[src/design/cst_pkg.sv]
package cst_pkg;

  localparam int RESULT_WIDTH = 48;

  localparam int COORD_W = 32;
  localparam int COEF_W  = 33;
  localparam int DM_W    = 32;
  localparam int TK_W    = 31;
  localparam int AREA_W  = 31;

  localparam int CFG_ADDR_W = 5;
  localparam int CFG_DATA_W = 32;

  localparam logic [2:0] REG_D11   = 3'd0;
  localparam logic [2:0] REG_D12   = 3'd1;
  localparam logic [2:0] REG_D13   = 3'd2;
  localparam logic [2:0] REG_D22   = 3'd3;
  localparam logic [2:0] REG_D23   = 3'd4;
  localparam logic [2:0] REG_D33   = 3'd5;
  localparam logic [2:0] REG_THICK = 3'd6;
  localparam logic [2:0] REG_AREA  = 3'd7;

  localparam logic [DM_W-1:0]   D11_RST   = 32'd64000000;
  localparam logic [DM_W-1:0]   D12_RST   = 32'd25600000;
  localparam logic [DM_W-1:0]   D13_RST   = 32'd0;
  localparam logic [DM_W-1:0]   D22_RST   = 32'd64000000;
  localparam logic [DM_W-1:0]   D23_RST   = 32'd0;
  localparam logic [DM_W-1:0]   D33_RST   = 32'd19200000;
  localparam logic [TK_W-1:0]   THICK_RST = 31'd6554;
  localparam logic [AREA_W-1:0] AREA_RST  = 31'd335544;

  // Row and column index of the final entry of an element.
  localparam logic [2:0] LAST_IDX = 3'd5;

  localparam int QUEUE_DEPTH = 2;
  localparam int QPTR_W      = (QUEUE_DEPTH > 1) ? $clog2(QUEUE_DEPTH) : 1;

  // Radix-4 divider: 64 quotient bits in 32 steps, one lane per entry in flight.
  localparam int DIV_STEPS  = 32;
  localparam int DIV_CNT_W  = $clog2(DIV_STEPS);
  localparam int DIV_LANES  = DIV_STEPS + 1;
  localparam int LANE_PTR_W = $clog2(DIV_LANES);

  typedef struct packed {
    logic [15:0]              element_index;
    logic signed [COORD_W-1:0] x_a;
    logic signed [COORD_W-1:0] y_a;
    logic signed [COORD_W-1:0] x_b;
    logic signed [COORD_W-1:0] y_b;
    logic signed [COORD_W-1:0] x_c;
    logic signed [COORD_W-1:0] y_c;
  } in_item_t;

  typedef struct packed {
    logic [15:0]                   element_tag;
    logic [2:0]                    row_index;
    logic [2:0]                    col_index;
    logic signed [RESULT_WIDTH-1:0] stiffness_value;
    logic                          saturated;
    logic                          last;
  } out_item_t;

  typedef struct packed {
    logic [15:0]             tag;
    logic [2:0][COEF_W-1:0]  b;
    logic [2:0][COEF_W-1:0]  c;
  } coef_item_t;

  typedef struct packed {
    logic [DM_W-1:0]   d_11;
    logic [DM_W-1:0]   d_12;
    logic [DM_W-1:0]   d_13;
    logic [DM_W-1:0]   d_22;
    logic [DM_W-1:0]   d_23;
    logic [DM_W-1:0]   d_33;
    logic [TK_W-1:0]   thickness;
    logic [AREA_W-1:0] element_area;
  } cfg_regs_t;

  typedef struct packed {
    logic [15:0] tag;
    logic [2:0]  row;
    logic [2:0]  col;
    logic        last;
    logic        neg;
    logic        pre;
    logic        pre_lim;
    logic [31:0] rem;
    logic [63:0] quo;
  } disp_t;

endpackage

[src/design/cst_queue.sv]
module cst_queue
  import cst_pkg::*;
(
  input  logic       clk,
  input  logic       rst_n,
  input  logic       push_valid,
  output logic       push_ready,
  input  coef_item_t push_item,
  output logic       pop_valid,
  input  logic       pop,
  output coef_item_t pop_item
);

  coef_item_t        entry_r [QUEUE_DEPTH];
  logic [QPTR_W-1:0] wr_ptr_r;
  logic [QPTR_W-1:0] rd_ptr_r;
  logic [QPTR_W:0]   count_r;
  logic              do_push;
  logic              do_pop;

  assign push_ready = (count_r != (QPTR_W+1)'(QUEUE_DEPTH));
  assign pop_valid  = (count_r != '0);
  assign pop_item   = entry_r[rd_ptr_r];
  assign do_push    = push_valid && push_ready;
  assign do_pop     = pop && pop_valid;

  always_ff @(posedge clk) begin
    if (!rst_n) begin
      wr_ptr_r <= '0;
      rd_ptr_r <= '0;
      count_r  <= '0;
    end else begin
      if (do_push) begin
        wr_ptr_r <= (wr_ptr_r == QPTR_W'(QUEUE_DEPTH - 1)) ? '0 : wr_ptr_r + 1'b1;
      end
      if (do_pop) begin
        rd_ptr_r <= (rd_ptr_r == QPTR_W'(QUEUE_DEPTH - 1)) ? '0 : rd_ptr_r + 1'b1;
      end
      if (do_push && !do_pop) begin
        count_r <= count_r + 1'b1;
      end else if (do_pop && !do_push) begin
        count_r <= count_r - 1'b1;
      end
    end
  end

  always_ff @(posedge clk) begin
    if (do_push) begin
      entry_r[wr_ptr_r] <= push_item;
    end
  end

endmodule

[config.mk]
export PLATFORM = sky130hd
export DESIGN_NAME = cst_queue
export DESIGN_NICKNAME = d
export VERILOG_FILES = /design/src/design/cst_pkg.sv /design/src/design/cst_queue.sv
export SDC_FILE = /design/constraint.sdc
export NUM_CORES = 1
export LEC_CHECK = 0
export BUFFER_PORTS_ARGS = -buffer_cell sky130_fd_sc_hd__buf_2
export CAP_MARGIN = 10
export CORE_UTILIZATION = 40
export CTS_BUF_LIST = sky130_fd_sc_hd__clkbuf_4 sky130_fd_sc_hd__clkbuf_8 sky130_fd_sc_hd__clkbuf_16
export DETAILED_ROUTE_END_ITERATION = 16
export GPL_ROUTABILITY_DRIVEN = 0
export SKIP_CTS_REPAIR_TIMING = 1
export SLEW_MARGIN = 25
export SYNTH_ARGS = -nofsm -noshare
export SYNTH_HDL_FRONTEND = slang
export SYNTH_SLANG_ARGS = --single-unit
[constraint.sdc]
create_clock -name clk -period 11.8 [get_ports clk]
set_input_delay 0.59 -clock clk [delete_from_list [all_inputs] [get_ports clk]]
set_output_delay 0.59 -clock clk [all_outputs]
set_load 0.02 [all_outputs]
After elaboration in Yosys (flattened, before gate mapping)
Memory sizes are Yosys's and may differ from the RTL's. A register that Yosys moved wholly into a read port is not among the register bits.
Cells that the tools add are included.
{ "op_classes": {"eq_ne": 1, "n_mux": 8, "add_sub_neg": 4, "n_reduce_logical": 8} }
{ "ops": {"columns": ["op", "count"], "rows": [
  ["2-to-1 mux 1 bit", 6],
  ["logical AND 1 bit", 4],
  ["2-to-1 mux 2 bit", 2],
  ["nonzero test 2 bit", 2],
  ["adder 1 bit (second input constant)", 2],
  ["adder 2 x 1 -> 2 bit (second input constant)", 1],
  ["logical NOT 1 bit", 2],
  ["inequality test 2 bit (second input constant)", 1],
  ["subtractor 2 x 1 -> 2 bit (second input constant)", 1]
]} }
{ "totals": {"ram_bits": 428, "regBits": 4, "n_memories": 1, "elab_cells": 25} }
{ "mem_list": {"columns": ["name", "depth", "width", "rd", "rd_ports_with_merged_regs", "write_ports", "line_no", "rtl"], "rows": [
  ["entry_r", 2, 214, 1, 1, 1, "cst_queue.sv:14", "coef_item_t entry_r [QUEUE_DEPTH];"]
]} }

Logic depth before layout (Yosys ltp)
{ "logic_depth": {"word_depth": 6, "depth_mapped": 6, "depth_no_buf": 6} }

Worst setup path before layout
OpenSTA, ideal clock, no wires.
{ "synth_timing": {"path_type": "flip-flop to flip-flop", "start": "register count_r[0]", "end": "memory entry_r[1][0] in the netlist's numbering (enable)", "setup_slack_ns": 5.658, "path_buffers": 0, "arrival_ns": 5.539, "required_ns": 11.198, "period_less_slack_ns": 6.142, "stages_incl_launch_ff": 3, "setup_ns": 0.602, "path_cell_list": "dfxtp_1 -> nand2b_4 -> and3_1"} }
{ "synth_between": {"elab_chain_cells": 4} }
{ "synth_rtl": {"columns": ["item", "line_no", "rtl"], "rows": [
  ["start, declared", "cst_queue.sv:17", "logic [QPTR_W:0] count_r;"],
  ["start signal, assigned", "cst_queue.sv:40", "count_r <= count_r + 1'b1;"],
  ["start signal, assigned", "cst_queue.sv:42", "count_r <= count_r - 1'b1;"],
  ["inequality test 2 bit", "cst_queue.sv:21", "assign push_ready = (count_r != (QPTR_W+1)'(QUEUE_DEPTH));"],
  ["via push_ready", "cst_queue.sv:7", "output logic push_ready,"],
  ["logical AND 1 bit", "cst_queue.sv:24", "assign do_push = push_valid && push_ready;"],
  ["2-to-1 mux 1 bit", "cst_queue.sv:48", "if (do_push) begin"],
  ["2-to-1 mux 1 bit (implied by the code)", "cst_queue.sv:49", "entry_r[wr_ptr_r] <= push_item;"],
  ["end, declared", "cst_queue.sv:14", null]
]} }
The timed path passes the listed nets, and every way through them passes these cells.

==> results.cfg <==
[run_status]
status = complete, no violations

[route]
via_count = 7966
post-route-drc-count = 0
vias_per_cell = 4.64
wl_mm = 34.3
wl_per_cell_microns = 20.0
ant_nets = 0
drt_iter0_drc = 410
drt_pass1_iterations = 4

[critical_path]
r2r_slack_ps = 8570
start_kind = flop
critPathArrivalTime_ps = 3960
worstSetupEndpointType = output port
crit_type = reg2out
worstPathRequired_ps = 11210
worst-path-max-fanout = 59

[sta]
setup_viol = 0
period_minus_slack_ps = 4550
maxSlewHeadroom = 0.316
tns_ps = 0
hold_viol_final = 0
maxSlewViolCount = 0
worst_slew_pin_slew_ps = 1030
period_share = 0.386
max_freq_mhz = 220
fin_skew_ps = 26.3
rsz0062_at_grt = false

[layout]
syn_to_final_growth_pct = 25.4
finalNetCount = 1373
utilization = 0.513
drive_gt1_frac = 0.618
fin_cells = 1717

[floorplan]
dieArea_sq_um = 41700
die_h_microns = 204
row_count = 73
design.portCount = 434
initial_utilization = 0.409
core_sq_um = 40000
die_x_microns = 204

[clocking]
clkSinkCount = 433
cts_root_buf = clkbuf_16
cts_max_level = 2
cts_buffers = 45
cts_tree = done
path_clk_slew_ps = 60
clkLatencyLatePin_ps = 570
cts_max_path_buffers = 3

[grt]
grtUsageTotal = 0.161
grt-busiest-layer = met2
antenna_found_initial = 5
met2_usage = 0.279
grt_pass1_vias = 8404
grt-ovfl-total = 0
grt.met3_usage = 0.0458
grt_pass1_wl_mm = 49.9
grt_max_degree = 75
grtUsageMet1 = 0.193

[run]
max-cap-violations = 0

[synthesis]
yosysWarnings = 0
synth.net_count = 909
synth-seq-cells = 433
synthDistinctLibCells = 21
synth.cell_area_sq_um = 16300
yosysSeqAreaShare = 0.792
netlist_instances = 690
syn_avg_cell_area_sq_um = 23.7

[power]
power_leakage_nw = 7.92
p_per_area_nw_per_um2 = 228
total_power_mw = 4.68
ir_drop_v = 0.000138

[placed_design]
dpl.hpwl_mm = 23.3
io_buffer_count = 433
place_inst = 1632

[worst_hold_path]
hold_path.class = in2reg
[final timing paths]
path,end,from,cells past startpoint
max reg2reg,entry_r[1][111],count_r[0],4
max,pop_item[30],flop,4
min,entry_r[1][26],push_item[26],1
min reg2reg,count_r[1],count_r[1],2
[logic make-up after synthesis]
logic type      synth area share
flops                      0.792
mux                        0.184
buf+inv                   0.0149
simple gates             0.00398
compound gates           0.00214
xor+xnor                 0.00161
fa+ha+maj               0.000765
[Yosys cell counts, drive strengths merged]
library cell	instances	area, sq um
or2	1	6.26
edfxtp	428	12900
a21boi	2	15.0
o21ai	2	10.0
and2	4	25.0
buf	24	239
or3	1	6.26
a21bo	1	10.0
and3	1	6.26
mux2	214	3010
inv	1	3.75
nand2b	1	13.8
xor2	1	8.76
ha	1	12.5
xnor2	2	17.5
dfxtp	5	100
nand3b	1	7.51
[sequential cells by signal, summed over array words and instances (netlist names), named ones only]
register / flops
rd_ptr_r: 1
count_r: 2
wr_ptr_r: 1
entry_r: 428
[per-stage QoR]
stage | setup WS [ps] | hold WS (ps) | cell area [sq um]
2_1_floorplan | 5660 | 512 | 16300
3_3_place_gp | 7810 | 536 | 19000
3_5_place_dp | 7720 | 554 | 19000
4_1_cts | 7120 | 167 | 20500
5_1_grt | 6980 | 178 | 20500
6_report | 7250 | 207 | 20500
[area by class of cell]
cell class                 instances  area, sq um
clock buffer                      60         1300
fill                            3352        19500
multi-input combinational        232         3150
inverter                           1         11.3
tap                              525          657
antenna                            2         5.00
sequential                       433        13000
timing repair buffer             441         2230
clock inverter                    23          194
[report_power, final]
part	switching, mW	leakage, nW	internal (mW)
Sequential	0.0802	4.04	1.92
Combinational	0.720	3.15	0.555
Clock	0.565	0.737	0.839
[cells in the final DEF, fill, tap and decap left out, types with 7 or more instances in the layout]
cell / n
mux2_4: 160
edfxtp_1: 428
clkinv_1: 8
clkbuf_4: 9
buf_4: 8
clkbuf_16: 47
buf_2: 433
clkinv_2: 7
mux2_2: 54
[layer usage]
layer	up-vias	part of all wire
met5	-	0.00055
met2	250	0.51
met1	3961	0.40
met4	4	0.022
li1	3694	-
met3	57	0.066
[worst max-delay path, stage by stage, from the launching register on]
cell and delay [ps]:
dfxtp_4 940, buf_4 890, buf_4 800, mux2_2 420, buf_2 160
Note: power is estimated with default switching activity, not from simulation.
