File: config.mk
export PLATFORM = sky130hd
export DESIGN_NAME = cst_front
export DESIGN_NICKNAME = d
export VERILOG_FILES = /design/src/design/cst_pkg.sv /design/src/design/cst_front.sv
export SDC_FILE = /design/constraint.sdc
export NUM_CORES = 1
export LEC_CHECK = 0
export ABC_AREA = 1
export BUFFER_PORTS_ARGS = -buffer_cell sky130_fd_sc_hd__clkbuf_2
export CAP_MARGIN = 20
export CORE_UTILIZATION = 45
export CTS_BUF_LIST = sky130_fd_sc_hd__clkbuf_8
export DETAILED_ROUTE_END_ITERATION = 6
export PLACE_DENSITY_LB_ADDON = 0.05
export REMOVE_ABC_BUFFERS = 1
export SETUP_SLACK_MARGIN = 0.15
export SLEW_MARGIN = 20
export SYNTH_ARGS = -nofsm -noshare
export SYNTH_HDL_FRONTEND = slang
export SYNTH_SLANG_ARGS = --single-unit
export TNS_END_PERCENT = 30
File: constraint.sdc
create_clock -name clk -period 38.7 [get_ports clk]
set_input_delay 5.805 -clock clk [delete_from_list [all_inputs] [get_ports clk]]
set_output_delay 5.805 -clock clk [all_outputs]
set_load 0.01 [all_outputs]
File: src/design/cst_pkg.sv
package cst_pkg;

  localparam int RESULT_WIDTH = 48;

  localparam int COORD_W = 32;
  localparam int COEF_W  = 33;
  localparam int DM_W    = 32;
  localparam int TK_W    = 31;
  localparam int AREA_W  = 31;

  localparam int CFG_ADDR_W = 5;
  localparam int CFG_DATA_W = 32;

  localparam logic [2:0] REG_D11   = 3'd0;
  localparam logic [2:0] REG_D12   = 3'd1;
  localparam logic [2:0] REG_D13   = 3'd2;
  localparam logic [2:0] REG_D22   = 3'd3;
  localparam logic [2:0] REG_D23   = 3'd4;
  localparam logic [2:0] REG_D33   = 3'd5;
  localparam logic [2:0] REG_THICK = 3'd6;
  localparam logic [2:0] REG_AREA  = 3'd7;

  localparam logic [DM_W-1:0]   D11_RST   = 32'd64000000;
  localparam logic [DM_W-1:0]   D12_RST   = 32'd25600000;
  localparam logic [DM_W-1:0]   D13_RST   = 32'd0;
  localparam logic [DM_W-1:0]   D22_RST   = 32'd64000000;
  localparam logic [DM_W-1:0]   D23_RST   = 32'd0;
  localparam logic [DM_W-1:0]   D33_RST   = 32'd19200000;
  localparam logic [TK_W-1:0]   THICK_RST = 31'd6554;
  localparam logic [AREA_W-1:0] AREA_RST  = 31'd335544;

  // Row and column index of the final entry of an element.
  localparam logic [2:0] LAST_IDX = 3'd5;

  localparam int QUEUE_DEPTH = 2;
  localparam int QPTR_W      = (QUEUE_DEPTH > 1) ? $clog2(QUEUE_DEPTH) : 1;

  // Radix-4 divider: 64 quotient bits in 32 steps, one lane per entry in flight.
  localparam int DIV_STEPS  = 32;
  localparam int DIV_CNT_W  = $clog2(DIV_STEPS);
  localparam int DIV_LANES  = DIV_STEPS + 1;
  localparam int LANE_PTR_W = $clog2(DIV_LANES);

  typedef struct packed {
    logic [15:0]              element_index;
    logic signed [COORD_W-1:0] x_a;
    logic signed [COORD_W-1:0] y_a;
    logic signed [COORD_W-1:0] x_b;
    logic signed [COORD_W-1:0] y_b;
    logic signed [COORD_W-1:0] x_c;
    logic signed [COORD_W-1:0] y_c;
  } in_item_t;

  typedef struct packed {
    logic [15:0]                   element_tag;
    logic [2:0]                    row_index;
    logic [2:0]                    col_index;
    logic signed [RESULT_WIDTH-1:0] stiffness_value;
    logic                          saturated;
    logic                          last;
  } out_item_t;

  typedef struct packed {
    logic [15:0]             tag;
    logic [2:0][COEF_W-1:0]  b;
    logic [2:0][COEF_W-1:0]  c;
  } coef_item_t;

  typedef struct packed {
    logic [DM_W-1:0]   d_11;
    logic [DM_W-1:0]   d_12;
    logic [DM_W-1:0]   d_13;
    logic [DM_W-1:0]   d_22;
    logic [DM_W-1:0]   d_23;
    logic [DM_W-1:0]   d_33;
    logic [TK_W-1:0]   thickness;
    logic [AREA_W-1:0] element_area;
  } cfg_regs_t;

  typedef struct packed {
    logic [15:0] tag;
    logic [2:0]  row;
    logic [2:0]  col;
    logic        last;
    logic        neg;
    logic        pre;
    logic        pre_lim;
    logic [31:0] rem;
    logic [63:0] quo;
  } disp_t;

endpackage

File: src/design/cst_front.sv
module cst_front
  import cst_pkg::*;
(
  input  logic       clk,
  input  logic       rst_n,
  input  logic       in_valid,
  output logic       in_ready,
  input  in_item_t   in_data,
  output logic       f_valid,
  output coef_item_t f_item,
  input  logic       f_ready
);

  logic       f_valid_r;
  coef_item_t f_item_r;
  coef_item_t f_item_nxt;

  function automatic logic [COEF_W-1:0] diff33(logic [COORD_W-1:0] p, logic [COORD_W-1:0] q);
    return {p[COORD_W-1], p} - {q[COORD_W-1], q};
  endfunction

  // b_i = y_j - y_k, c_i = x_k - x_j with (i, j, k) cycling over the vertices.
  always_comb begin
    f_item_nxt.tag  = in_data.element_index;
    f_item_nxt.b[0] = diff33(in_data.y_b, in_data.y_c);
    f_item_nxt.c[0] = diff33(in_data.x_c, in_data.x_b);
    f_item_nxt.b[1] = diff33(in_data.y_c, in_data.y_a);
    f_item_nxt.c[1] = diff33(in_data.x_a, in_data.x_c);
    f_item_nxt.b[2] = diff33(in_data.y_a, in_data.y_b);
    f_item_nxt.c[2] = diff33(in_data.x_b, in_data.x_a);
  end

  assign in_ready = !f_valid_r || f_ready;
  assign f_valid  = f_valid_r;
  assign f_item   = f_item_r;

  always_ff @(posedge clk) begin
    if (!rst_n) begin
      f_valid_r <= 1'b0;
    end else if (in_ready) begin
      f_valid_r <= in_valid;
    end
  end

  always_ff @(posedge clk) begin
    if (in_valid && in_ready) begin
      f_item_r <= f_item_nxt;
    end
  end

endmodule

# --- Word-level counts from Yosys, hierarchy flattened ---
# Cells that the tools add are included.
op_classes:
  order_cmp: 0
  n_mul: 0
  n_addsub: 6
  bitwise_logic: 0
  shifts: 0
  n_mux: 0
  div_mod_pow: 0
  n_reduce_logical: 3
  n_eq_ne: 0
op_table:
  columns: ["operator", "count"]
  rows:
  - ["$sub 32x32->33", 6]
  - ["$logic_and 1x1->1", 1]
  - ["$logic_not 1->1", 1]
  - ["$logic_or 1x1->1", 1]
word_totals:
  reg_bits: 215
  word_cells: 17
  rom_bits: 0
  mem_bits_rw: 0
  memories: 0
  latch_bits: 0

# --- Longest topological paths before layout ---
logic_depth:
  word_depth: 3
  ltp_mapped: 14
  mapped_depth_nobuf: 14

# --- Worst setup path before layout ---
# OpenSTA, ideal clock, no wires.
synth_path:
  path_kind: "input to register"
  from: "input in_valid"
  to: "register f_item_r, in the netlist f_item[0] (enable)"
  path_slack_ns: 21.729
  t_arrival_ns: 16.112
  path_stages: 2
  setup_time_ns: 0.859
  required_ns: 37.841
  cell_sequence: "inv_1 -> a21oi_1"
synth_between:
  elab_chain_len: 1
synth_lines:
  columns: ["item", "line_no", "text"]
  rows:
  - ["start: declaration", "cst_front.sv:6", "input logic in_valid,"]
  - ["$logic_and 1x1->1", "cst_front.sv:46", "if (in_valid && in_ready) begin"]
  - ["end signal: assignment", "cst_front.sv:47", "f_item_r <= f_item_nxt;"]
  - ["end: declaration", "cst_front.sv:15", "coef_item_t f_item_r;"]
# No other way between the ends.
# A chain may end at the register's enable or synchronous reset.

# --- Worst setup path after layout ---
layout_path:
  from: "input f_ready"
  to: "output in_ready"
layout_between:
  elab_chain_len: 1
layout_lines:
  columns: ["item", "line_no", "text"]
  rows:
  - ["start: declaration", "cst_front.sv:11", "input logic f_ready"]
  - ["$logic_or 1x1->1", "cst_front.sv:33", "assign in_ready = !f_valid_r || f_ready;"]
  - ["end: declaration", "cst_front.sv:7", "output logic in_ready,"]
# No other way between the ends.

==> summary.md <==
The flow ran to the end, and the final reports show no timing, DRC or antenna violations. The tools report the reg-to-reg endpoint as f_item[164]. For the headroom to the max-slew limit, the log shows 0.413.

Clock tree synthesis inserted a total of 40 buffers. The total number of yosys warnings was 0; the power per unit of standard cell area was 32.5 nW/um2. The tools report the kind of launch point of the worst setup path as an input pin.

The beginning of the critical path was f_ready. Startpoint of the tightest hold check path: f_valid. For this run, design rule violations remaining after detail routing come to 0. The count of buffers added by post-CTS timing repair for setup is 0. The mean instance size in the synthesized netlist is 6.15 um2, and the data arrival time of the critical path is 6.18 ns. The number of nets with antenna violations after detailed routing was 0.

The number of nets in the finished design is 4439. The die covers 49500 um2. In the layout the commonest cells are 1493 x sky130_fd_sc_hd__nand2_1, 961 x sky130_fd_sc_hd__inv_1, 427 x sky130_fd_sc_hd__clkbuf_2, 248 x sky130_fd_sc_hd__nor2_1, 214 x sky130_fd_sc_hd__edfxtp_1. The basic-gate share of the synthesized area counting and, or, nand and nor cells works out to 0.358. At the worst endpoint, the required time is 32.90 ns. Of all nets on the critical path, the largest fanout is 2. The multiplexer share of the synthesized area works out to 0. CTS placed an instance of sky130_fd_sc_hd__clkbuf_8 at the clock tree root.

The number of core rows was 80; the number of H-tree levels was 2. The post-place setup slack was 26.71 ns; the total global routing track utilization was 0.291. The iteration count of the initial detailed-routing pass was 6; the number of synthesized register bits was 215. The initial standard-cell utilization of the core was 0.457; the minimum clock period was 11.99 ns. For the via count of the first global-routing pass, the log shows 21200. The path class of the tightest hold or removal check is reg -> reg.

Summed over all failing endpoints, the final setup total negative slack is 0 ns. The die span in x is 223 um. Buffers inserted to repair hold after CTS numbered 0. The run gives 0 as the remaining global-route overflow. The routability congestion estimate was 0.949. The start of the worst register-to-register path is f_valid.

The adder and majority gate portion of the synthesized area came out at 0.115. The parity-gate share of the synthesized area counting xor and xnor cells came out at 0.0360. The share of post-route cells with drive strength above 1 is 0.130.

TritonCTS built the clock tree. In this run the cell area of the synthesized design comes to 21900 um2. Total count of hold-check failures in the final report: 0. After layout, the worst setup slack is 26.71 ns. Synthesized-area fraction occupied by ao, oa, aoi and oai cells: 0.0332. For flop-to-flop paths, the worst setup slack is 37.03 ns. Main combinational cell family by area after synthesis: simple AND/OR/NAND/NOR gates. STA classifies the critical path endpoint as a primary output.

The tools report the post-cts gate resize count as 0. The average routed wire per standard cell came out at 15.4 um. The peak ir drop on the vdd network was 0.0279 mV; the initial antenna violation count was 3.

The run gives 0.63 ns as the worst-skew pair later-pin latency. Setup repair after global routing left no endpoint under its margin. For the estimated wirelength of the detail-placed design, the log shows 62200 um. Maximum operating frequency: 83.4 MHz.

The most frequent standard cell in the layout excluding fill and tap cells is sky130_fd_sc_hd__nand2_1. The worst setup path is of the in -> out kind. The tools report the post-synthesis cell type count as 24. The longest clock path from root to sink contains 3 buffers. Using the TritonRoute via totals, the vias-per-cell ratio works out to 4.63. The chip height is 223 um. For this design the static power due to leakage is 0.0164 uW. The critical path ends at in_ready. The clock transition at the register clock pins on the worst setup and hold paths after CTS came out at 0.05 ns. The tools report the max-slew violation total from the final report as 0.

Summed over all layers, the routed wires come to 72200 um. The clock sink count was 215. The detailed router finished its first iteration with 1065 violations.

For this block, the via count after detailed routing is 21600. Setup violations remaining at the end of the flow were counted as 0. Max-cap violations in this run came to 0. The run gives 0.0147 ns as the clock tree skew after final layout. The post-route fraction of the period consumed by the critical path works out to 0.310. The area of the core region came out at 47800 um2.

The register area share after synthesis is 0.295, and the length in cells of the worst reg-to-reg path is 2. The worst hold path was traced through 2 stages. The area growth from synthesis to layout is 16.8%. For the number of instances in the synthesized netlist, the log shows 3561. Transition time at the pin with the least slew margin: 0.880 ns. Entering global routing, the biggest net connects 151 pins. The tools report the global-route wire length before repair as 110000 um. Buffers placed on the I/O ports in this run total 427. The run gives 428 as the count of pins on the block boundary.
-- layout make-up --
type / instances / area (um2)
clock inverter: 30 / 183
inverter: 946 / 3550
antenna: 2 / 5.00
clock buffer: 42 / 578
multi-input combinational: 2397 / 11900
fill: 5181 / 22300
tap: 615 / 769
timing repair buffer: 429 / 2160
sequential: 215 / 6450
-- Yosys cell counts --
master | number | area [um2]
sky130_fd_sc_hd__a21boi_0 | 1 | 7.51
sky130_fd_sc_hd__a21o_1 | 6 | 45.0
sky130_fd_sc_hd__a21oi_1 | 122 | 611
sky130_fd_sc_hd__a21oi_2 | 2 | 17.5
sky130_fd_sc_hd__and2_1 | 12 | 75.1
sky130_fd_sc_hd__buf_4 | 2 | 15.0
sky130_fd_sc_hd__buf_6 | 1 | 11.3
sky130_fd_sc_hd__dfxtp_1 | 1 | 20.0
sky130_fd_sc_hd__edfxtp_1 | 214 | 6430
sky130_fd_sc_hd__fa_1 | 6 | 120
sky130_fd_sc_hd__ha_1 | 192 | 2400
sky130_fd_sc_hd__inv_1 | 946 | 3550
sky130_fd_sc_hd__nand2_1 | 1493 | 5600
sky130_fd_sc_hd__nand2_2 | 34 | 213
sky130_fd_sc_hd__nand3_1 | 133 | 666
sky130_fd_sc_hd__nand3_2 | 8 | 80.1
sky130_fd_sc_hd__nand4_1 | 24 | 150
sky130_fd_sc_hd__nor2_1 | 248 | 931
sky130_fd_sc_hd__nor2_2 | 1 | 6.26
sky130_fd_sc_hd__nor3_1 | 12 | 60.1
sky130_fd_sc_hd__o21bai_1 | 6 | 45.0
sky130_fd_sc_hd__or2_1 | 7 | 43.8
sky130_fd_sc_hd__xnor2_1 | 13 | 114
sky130_fd_sc_hd__xor2_1 | 77 | 674
-- cell families after synthesis --
family / Yosys count
AOI/OAI and AO/OA: 137
xor gates and xnor gates: 90
buffers and inverters: 949
DFF: 215
and+or+nand+nor: 1972
adders and majority gates: 198
-- worst max-delay path, stage by stage --
cell and delay [ns]:
sky130_fd_sc_hd__clkbuf_2 0.08, sky130_fd_sc_hd__inv_1 0.09, sky130_fd_sc_hd__nand2_1 0.07, sky130_fd_sc_hd__clkbuf_2 0.13
-- layer usage --
| metal | track usage | part of all wire |
|---|---|---|
| met1 | 0.321 | 0.40 |
| met3 | 0.0472 | 0.052 |
| met2 | 0.543 | 0.51 |
| met4 | 0.133 | 0.044 |
| met5 | 0 | 0.00018 |
-- power by group --
| part | internal (uW) | switching (uW) |
|---|---|---|
| sequential | 296 | 9.19 |
| combinational | 102 | 201 |
| clock | 114 | 108 |
| total | 513 | 318 |
-- worst min-delay path by stage --
| stage | to | slack, ns |
|---|---|---|
| finish | f_valid | 0.57 |
| global route | f_valid | 0.60 |
| CTS | f_valid | 0.56 |
| detailed placement | f_valid | 0.56 |
| global placement | f_valid | 0.55 |
| floorplan | f_valid | 0.60 |
-- stage by stage --
stage | cell area (um2) | cells | hold slack [ns] | util | power (uW)
after detailed placement | 24800 | 4602 | 0.557 | 0.518 | 613
after floorplan | 21900 | 3558 | 0.595 | - | 507
after global routing | 25600 | 4676 | 0.600 | 0.534 | 886
after global placement | 24800 | 4602 | 0.554 | 0.518 | 612
after CTS | 25600 | 4674 | 0.564 | 0.534 | 840
final | 25600 | 4676 | 0.567 | 0.534 | 830
-- registers in the layout, summed over array words and instances, names as in the netlist --
name,count
f_item,214
f_valid,1
Note: power is estimated with default switching activity, not from simulation.
